--- config.mk ---
export PLATFORM = sky130hd
export DESIGN_NAME = button_gesture_classifier
export DESIGN_NICKNAME = d
export VERILOG_FILES = /design/src/rtl/bgc_pkg.sv /design/src/rtl/bgc_core.sv /design/src/rtl/bgc_out_reg.sv /design/src/rtl/button_gesture_classifier.sv
export SDC_FILE = /design/constraint.sdc
export NUM_CORES = 1
export LEC_CHECK = 0
export BUFFER_PORTS_ARGS = -buffer_cell sky130_fd_sc_hd__buf_2
export CAP_MARGIN = 20
export CORE_UTILIZATION = 46
export DETAILED_ROUTE_END_ITERATION = 10
export PLACE_DENSITY = 0.77
export SLEW_MARGIN = 20
export SYNTH_ARGS = -nofsm -noshare
export SYNTH_HDL_FRONTEND = slang
export SYNTH_SLANG_ARGS = --single-unit
--- constraint.sdc ---
create_clock -name clock -period 5.05 [get_ports clock]
set_input_delay 1.515 -clock clock [delete_from_list [all_inputs] [get_ports clock]]
set_output_delay 1.515 -clock clock [all_outputs]
set_load 0.02 [all_outputs]
--- src/rtl/bgc_pkg.sv ---
// shared types and constants for the button gesture classifier
`timescale 1ns / 1ps

package bgc_pkg;

   // register and field widths
   localparam int unsigned CSR_INDEX_WIDTH = 2;
   localparam int unsigned CSR_DATA_WIDTH  = 8;
   localparam int unsigned GESTURE_WIDTH   = 2;
   localparam int unsigned REQ_DATA_WIDTH  = 8;
   localparam int unsigned RSP_DATA_WIDTH  = 8;

   // register indexes
   localparam logic [CSR_INDEX_WIDTH-1:0] CSR_HOLD_POLLS   = 2'd0;
   localparam logic [CSR_INDEX_WIDTH-1:0] CSR_WINDOW_TICKS = 2'd1;

   // register reset values
   localparam logic [CSR_DATA_WIDTH-1:0] HOLD_POLLS_RESET   = 8'd60;
   localparam logic [CSR_DATA_WIDTH-1:0] WINDOW_TICKS_RESET = 8'd6;

   // gesture codes
   localparam logic [GESTURE_WIDTH-1:0] GESTURE_LONG   = 2'd0;
   localparam logic [GESTURE_WIDTH-1:0] GESTURE_DOUBLE = 2'd1;
   localparam logic [GESTURE_WIDTH-1:0] GESTURE_SINGLE = 2'd2;

   // one classifier result on its way to the output register
   typedef struct packed {
      logic                     valid;
      logic [GESTURE_WIDTH-1:0] gesture;
   } bgc_result_type;

endpackage

--- src/rtl/bgc_core.sv ---
// phase state machine, tick counter and edge latch of the classifier
`timescale 1ns / 1ps

module bgc_core #(
   parameter int unsigned COUNT_WIDTH = 8
) (
   input  logic                                   clock,
   input  logic                                   reset,
   input  logic                                   tick_accept,
   input  logic                                   pin_level,
   input  logic                                   press_edge,
   input  logic [bgc_pkg::CSR_DATA_WIDTH-1:0]     hold_polls,
   input  logic [bgc_pkg::CSR_DATA_WIDTH-1:0]     window_ticks,
   output bgc_pkg::bgc_result_type                result,
   output logic                                   phase_idle
);
   import bgc_pkg::*;

   localparam int unsigned LimWidth = (COUNT_WIDTH > CSR_DATA_WIDTH) ?
                                      COUNT_WIDTH : CSR_DATA_WIDTH;
   localparam logic [LimWidth-1:0] CountMax = LimWidth'((1 << COUNT_WIDTH) - 1);

   typedef enum logic [1:0] {
      PHASE_IDLE   = 2'd0,
      PHASE_HOLD   = 2'd1,
      PHASE_WINDOW = 2'd2
   } phase_type;

   phase_type              phase_ff, phase_in;
   logic [COUNT_WIDTH-1:0] count_ff, count_in;
   logic                   edge_ff, edge_in;
   logic [COUNT_WIDTH-1:0] count_inc;
   logic [COUNT_WIDTH-1:0] hold_lim;
   logic [COUNT_WIDTH-1:0] window_lim;
   logic [LimWidth-1:0]    hold_ext;
   logic [LimWidth-1:0]    window_ext;
   logic                   edge_seen;

   // limits: zero acts as one, clamp to the counter range
   always_comb begin
      hold_ext   = LimWidth'(hold_polls);
      window_ext = LimWidth'(window_ticks);
      if (hold_ext == '0) begin
         hold_ext = LimWidth'(1);
      end
      if (hold_ext > CountMax) begin
         hold_ext = CountMax;
      end
      if (window_ext == '0) begin
         window_ext = LimWidth'(1);
      end
      if (window_ext > CountMax) begin
         window_ext = CountMax;
      end
      hold_lim   = hold_ext[COUNT_WIDTH-1:0];
      window_lim = window_ext[COUNT_WIDTH-1:0];
   end

   // saturating tick count
   assign count_inc = (count_ff == '1) ? count_ff : count_ff + COUNT_WIDTH'(1);
   assign edge_seen = edge_ff | press_edge;

   // next phase and result for one tick
   always_comb begin
      phase_in       = phase_ff;
      count_in       = count_ff;
      edge_in        = edge_ff;
      result.valid   = 1'b0;
      result.gesture = GESTURE_LONG;
      unique case (phase_ff)
         PHASE_HOLD: begin
            if (pin_level) begin
               // released early: open the double-click window
               edge_in  = 1'b0;
               count_in = '0;
               phase_in = PHASE_WINDOW;
            end else if (count_inc >= hold_lim) begin
               phase_in       = PHASE_IDLE;
               count_in       = '0;
               edge_in        = 1'b0;
               result.valid   = 1'b1;
               result.gesture = GESTURE_LONG;
            end else begin
               count_in = count_inc;
            end
         end
         PHASE_WINDOW: begin
            if (count_inc >= window_lim) begin
               phase_in       = PHASE_IDLE;
               count_in       = '0;
               edge_in        = 1'b0;
               result.valid   = 1'b1;
               result.gesture = edge_seen ? GESTURE_DOUBLE : GESTURE_SINGLE;
            end else begin
               count_in = count_inc;
               edge_in  = edge_seen;
            end
         end
         default: begin
            // idle, and the unused code behaves as idle
            if (edge_seen) begin
               edge_in  = 1'b0;
               count_in = '0;
               phase_in = PHASE_HOLD;
            end else begin
               edge_in  = 1'b0;
               phase_in = PHASE_IDLE;
            end
         end
      endcase
      if (!tick_accept) begin
         result.valid = 1'b0;
      end
   end

   // state registers, updated once per accepted tick
   always_ff @(posedge clock) begin
      if (reset) begin
         phase_ff <= PHASE_IDLE;
         count_ff <= '0;
         edge_ff  <= 1'b0;
      end else if (tick_accept) begin
         phase_ff <= phase_in;
         count_ff <= count_in;
         edge_ff  <= edge_in;
      end
   end

   assign phase_idle = (phase_ff == PHASE_IDLE);

endmodule

--- src/rtl/bgc_out_reg.sv ---
// output register for classifier results with stream handshake
`timescale 1ns / 1ps

module bgc_out_reg (
   input  logic                                 clock,
   input  logic                                 reset,
   input  logic                                 load,
   input  bgc_pkg::bgc_result_type              result,
   input  logic                                 out_ready,
   output logic                                 out_valid,
   output logic [bgc_pkg::GESTURE_WIDTH-1:0]    out_gesture,
   output logic                                 can_load
);
   import bgc_pkg::*;

   logic                     valid_ff;
   logic [GESTURE_WIDTH-1:0] gesture_ff;

   // room for a new result when empty or being drained this cycle
   assign can_load = !valid_ff || out_ready;

   // valid flag
   always_ff @(posedge clock) begin
      if (reset) begin
         valid_ff <= 1'b0;
      end else if (load) begin
         valid_ff <= result.valid;
      end else if (out_ready) begin
         valid_ff <= 1'b0;
      end
   end

   // payload
   always_ff @(posedge clock) begin
      if (load && result.valid) begin
         gesture_ff <= result.gesture;
      end
   end

   assign out_valid   = valid_ff;
   assign out_gesture = gesture_ff;

endmodule

--- src/rtl/button_gesture_classifier.sv ---
// top level of the button gesture classifier
// Usage:
//   Each request on req_ is one poll tick: tdata[0] the active-low pin level,
//   tdata[1] set when a falling edge was seen since the previous tick.
//   A tick that completes a gesture gives one response on rsp_ with the code
//   in tdata[1:0]: long press, double click or single click; other ticks give
//   nothing. The response is registered and appears in the cycle after the tick.
//   Throughput is one request per cycle unless stalled: the phase update
//   and counter compare sit between the state and output registers.
//   While rsp_tready is low and a response is held, req_tready drops, so no
//   result is ever lost; an empty output register takes requests regardless.
//   The csr_ port writes hold_polls (index 0) and window_ticks (index 1);
//   other indexes are ignored. csr_ready is always high. Write only when idle.
//   Synchronous reset returns the phase to idle, clears the counter and edge
//   latch, empties the output register and loads hold_polls = 60 and
//   window_ticks = 6.
`timescale 1ns / 1ps

module button_gesture_classifier #(
   parameter int unsigned COUNT_WIDTH = 8
) (
   input  logic                                  clock,
   input  logic                                  reset,
   // tick requests
   input  logic                                  req_tvalid,
   output logic                                  req_tready,
   input  logic [bgc_pkg::REQ_DATA_WIDTH-1:0]    req_tdata,  // pin_level, press_edge, zero fill
   // gesture responses
   output logic                                  rsp_tvalid,
   input  logic                                  rsp_tready,
   output logic [bgc_pkg::RSP_DATA_WIDTH-1:0]    rsp_tdata,  // gesture, zero fill
   // register writes
   input  logic                                  csr_valid,
   output logic                                  csr_ready,
   input  logic [bgc_pkg::CSR_INDEX_WIDTH-1:0]   csr_index,
   input  logic [bgc_pkg::CSR_DATA_WIDTH-1:0]    csr_data
);
   import bgc_pkg::*;

   logic [CSR_DATA_WIDTH-1:0] hold_polls_ff;
   logic [CSR_DATA_WIDTH-1:0] window_ticks_ff;
   logic                      tick_accept;
   logic                      can_load;
   logic                      phase_idle;
   logic [GESTURE_WIDTH-1:0]  rsp_gesture;
   bgc_result_type            core_result;

   // configuration registers
   assign csr_ready = 1'b1;

   always_ff @(posedge clock) begin
      if (reset) begin
         hold_polls_ff   <= HOLD_POLLS_RESET;
         window_ticks_ff <= WINDOW_TICKS_RESET;
      end else if (csr_valid && csr_ready) begin
         unique case (csr_index)
            CSR_HOLD_POLLS:   hold_polls_ff   <= csr_data;
            CSR_WINDOW_TICKS: window_ticks_ff <= csr_data;
            default: ;
         endcase
      end
   end

   // request handshake
   assign req_tready  = can_load;
   assign tick_accept = req_tvalid && req_tready;

   bgc_core #(
      .COUNT_WIDTH (COUNT_WIDTH)
   ) u_core (
      .clock        (clock),
      .reset        (reset),
      .tick_accept  (tick_accept),
      .pin_level    (req_tdata[0]),
      .press_edge   (req_tdata[1]),
      .hold_polls   (hold_polls_ff),
      .window_ticks (window_ticks_ff),
      .result       (core_result),
      .phase_idle   (phase_idle)
   );

   bgc_out_reg u_out_reg (
      .clock       (clock),
      .reset       (reset),
      .load        (tick_accept),
      .result      (core_result),
      .out_ready   (rsp_tready),
      .out_valid   (rsp_tvalid),
      .out_gesture (rsp_gesture),
      .can_load    (can_load)
   );

   assign rsp_tdata = {{(RSP_DATA_WIDTH-GESTURE_WIDTH){1'b0}}, rsp_gesture};

   // checks

   // a held response blocks new ticks
   assert property (@(posedge clock) disable iff (reset)
      (rsp_tvalid && !rsp_tready) |-> !req_tready)
      else $error("tick accepted while response stalled");

   // every reported gesture returns the phase to idle
   assert property (@(posedge clock) disable iff (reset)
      core_result.valid |=> phase_idle)
      else $error("phase not idle after gesture");

   // only defined gesture codes leave the block
   assert property (@(posedge clock) disable iff (reset)
      rsp_tvalid |-> (rsp_tdata[1:0] != 2'd3))
      else $error("undefined gesture code");

   // a result is produced only on an accepted tick
   assert property (@(posedge clock) disable iff (reset)
      core_result.valid |-> tick_accept)
      else $error("result without accepted tick");

   // output register is empty right after reset
   assert property (@(posedge clock)
      reset |=> !rsp_tvalid)
      else $error("response valid after reset");

endmodule

==> flow_metrics.py <==
metrics = {
    "worst_hold_path": {
        "hold_path_end": "hold_polls_ff[0]",
        "min_path_cells": 2,
        "min-delay-start": "hold_polls_ff[0]",
        "hold_path.class": "register to register",
    },
    "sta": {
        "setup_tns_ns": 0,
        "timing_worst_slew_pin_value_ns": 0.659,
        "fin_worst_hold_slack_ns": 0.503,
        "setup_viol": 0,
        "final-max-slew-violation-count": 0,
        "fmax_ghz": 0.250,
        "worst_slew_margin_rel_pct": 56.1,
        "timing.final.crit_share_pct": 79.3,
        "rsz0062_at_grt": "false",
        "finalCriticalPeriod_ns": 4.00,
        "clock-skew-final_ns": 0.00632,
        "finalWorstSetupSlack_ns": 1.05,
        "final-hold-violation-count": 0,
    },
    "drt": {
        "drt_iter0_markers": 75,
        "drtAntennaViolNets": 0,
        "avgViaCountPerCell": 5.57,
        "routed-via-count": 1611,
        "drt_pre_antenna_iters": 4,
        "detail_route.drc_violations": 0,
        "routedWlPerCell_um": 13.3,
        "wl_um": 3850,
    },
    "yosys": {
        "avgSynthCellArea_um2": 8.88,
        "yosysWarnings": 0,
        "post_synthesis_instance_area_um2": 1980,
        "yosysUniqueCellTypes": 56,
        "ys.flop_type": "dfxtp_1",
        "async_flop_share_pct": 0,
        "postSynthRegisterBits": 30,
        "synth_enable_flop_cells": 2,
        "synth-seq-area-share_pct": 31.4,
        "number_of_instances_in_the_synthesized_netlist": 223,
    },
    "placement": {
        "finalWeightedCongestion": 0.819,
        "place_area_um2": 2050,
        "place_ws_ns": 1.10,
        "io_buffers": 20,
        "hpwlAfterDp_um": 2940,
    },
    "critical_path": {
        "cpMaxStageDelayCell": "or3b_1",
        "cpMostUsedCell": "ha_1",
        "ff2ff_setup_slack_ns": 1.05,
        "worst_r2r_path_depth": 13,
        "crit-reg2reg-launch": "u_core.count_ff[0]",
        "arrival_ns": 4.23,
        "end_of_the_worst_register_to_register_path": "u_core.count_ff[0]",
        "timing.critical_path.fanout_max": 7,
        "crit_path_cell_chain": "ha_1 > nand4_4 > or2_1 > nand4_1 > xnor2_1 > ha_1 > a211oi_1 > o21ai_0 > nor4b_1 > o31ai_2 > or3b_1 > a2111oi_4 > a221o_1",
        "worstSetupStartpointType": "register",
        "crit_type": "register to register",
        "critPathCaptureType": "register",
        "critical_path.max_stage_delay_ns": 0.55,
        "worst_ep_required_time_ns": 5.27,
    },
    "clocking": {
        "number_of_buffers_created_by_cts": 5,
        "cts_post_setup_buffers_inserted": 0,
        "cts.hold.buffers_added": 0,
        "cts_tree": "yes",
        "cts_max_path_buffers": 2,
        "insertion_delay_ns": 0.28,
        "clkSlewWorstSetupHoldPaths_ns": 0.06,
        "htree_levels": 2,
        "cts.sinks": 30,
        "cts_root_buffer": "clkbuf_8",
        "cts_resized": 0,
    },
    "final_layout": {
        "num-nets-final": 277,
        "drive_gt1_share_pct": 17.2,
        "antennaDiodeCount": 0,
        "final_core_utilization_pct": 53.3,
        "total_non_filler_cell_area_in_the_finished_layout_um2": 2160,
        "layout-area-overhead-vs-synth_pct": 9.23,
    },
    "die": {
        "std_cell_rows": 23,
        "die_area_um2": 4570,
        "die_height_um": 67.6,
        "num_io_pins": 34,
        "coreArea_um2": 4060,
        "initial_core_util_pct": 48.8,
        "die_w_um": 67.6,
    },
    "pwr": {
        "power.ir.vdd_worst_mv": 0.162,
        "p_leak_nw": 0.983,
        "total_power_per_unit_cell_area_nw_per_um2": 253,
    },
    "global_routing": {
        "grt_first_pass_wirelength_um": 6400,
        "track_usage_pct": 19.1,
        "antenna_violations_before_repair": 0,
        "grt-ovfl-total": 0,
        "grt_start_max_net_pins": 24,
        "first_global_vias": 1409,
    },
    "status": {
        "run_status": "finished, final reports clean",
    },
    "job": {
        "cap_violations": 0,
    },
}
## flip-flops by register name, summed over array words and instances (netlist names)
name,cells
hold_polls_ff,8
u_core.count_ff,8
u_core.edge_ff,1
u_core.phase_ff,2
u_out_reg.out_gesture,2
u_out_reg.out_valid,1
window_ticks_ff,8
## synth_stat cells (4+ instances only)
library cell	instances	area, µm²
inv_1	20	75.1
a211o_1	6	52.6
dfxtp_1	28	561
clkbuf_1	4	15.0
a21oi_1	8	40.0
nand2b_1	5	31.3
a22o_1	7	61.3
nor3_1	4	20.0
nor2_1	25	93.8
ha_1	15	188
nand3_1	7	35.0
mux2i_1	7	70.1
buf_4	8	60.1
nand2_1	9	33.8
o21ai_0	7	35.0
## critical path, delay by kind of cell (launching register included)
kind	cells	cell delay [ns]
AOI/OAI and AO/OA	5	1.13
xor gates and xnor gates	1	0.13
adders and majority gates	2	0.59
DFF	1	0.51
and+or+nand+nor	5	1.58
## metal layers
| layer | up-vias | track usage (%) | share of wire (%) |
|---|---|---|---|
| li1 | 818 | - | - |
| met1 | 736 | 25.0 | 48 |
| met2 | 50 | 28.8 | 45 |
| met3 | 7 | 4.90 | 4.7 |
| met4 | 0 | 9.04 | 1.8 |
| met5 | - | 0 | 0 |
## cell usage in the layout (no fill, tap or decap), drive strengths merged, types with 6 or more instances in the layout
| cell type | netlist | final |
|---|---|---|
| ha | 15 | 15 |
| o21ai | 7 | 7 |
| nand2 | 9 | 9 |
| nand3 | 7 | 7 |
| mux2i | 7 | 7 |
| conb | 2 | 7 |
| a21oi | 10 | 10 |
| clkbuf | 4 | 6 |
| buf | 13 | 21 |
| inv | 20 | 20 |
| a211o | 6 | 6 |
| nor2 | 25 | 25 |
| a22o | 7 | 7 |
| dfxtp | 28 | 28 |
## kinds of logic (layout without fill, tap and decap cells)
family / Yosys count / in the layout / share of synthesized area [%]
simple gates: 75 / 75 / 20.4
compound gates: 54 / 54 / 23.3
buf+inv: 37 / 48 / 9.80
flops: 30 / 30 / 31.4
fa+ha+maj: 15 / 15 / 9.48
mux: 7 / 7 / 3.54
xor+xnor: 3 / 3 / 1.71
other cells: 2 / 7 / 0.379
## metrics by stage
step | power (W) | instances
after detailed placement | 0.000306 | 282
after CTS | 0.000552 | 289
after global routing | 0.000565 | 289
after global placement | 0.000304 | 282
final | 0.000547 | 289
after floorplan | 0.000296 | 228
## worst max-delay path by stage
| stage | start | end | slack (ns) | depth (start not counted) |
|---|---|---|---|---|
| global placement | u_core.count_ff[0] | u_core.phase_ff[0] | 1.19 | 13 |
| floorplan | u_core.count_ff[0] | u_core.count_ff[0] | 1.57 | 15 |
| CTS | u_core.count_ff[0] | u_core.count_ff[0] | 1.08 | 13 |
| finish | u_core.count_ff[0] | u_core.count_ff[0] | 1.05 | 13 |
| detailed placement | u_core.count_ff[0] | u_core.count_ff[0] | 1.10 | 13 |
| global route | u_core.count_ff[0] | u_core.count_ff[0] | 0.71 | 13 |
## power breakdown
group,switching [W],leakage [nW],internal (W)
clock,0.0000879,0.0573,0.000158
combinational,0.0000318,0.680,0.0000201
sequential,0.00000407,0.246,0.000245
## cell type report
| cell class | instances | area [µm²] |
|---|---|---|
| Fill cell | 383 | 1900 |
| Multi-Input combinational cell | 161 | 1180 |
| Sequential cell | 30 | 621 |
| Timing Repair Buffer | 21 | 108 |
| Clock buffer | 6 | 82.6 |
| Inverter | 20 | 75.1 |
| Tap cell | 50 | 62.6 |
| Clock inverter | 1 | 30.0 |
Note: power is estimated with default switching activity, not from simulation.
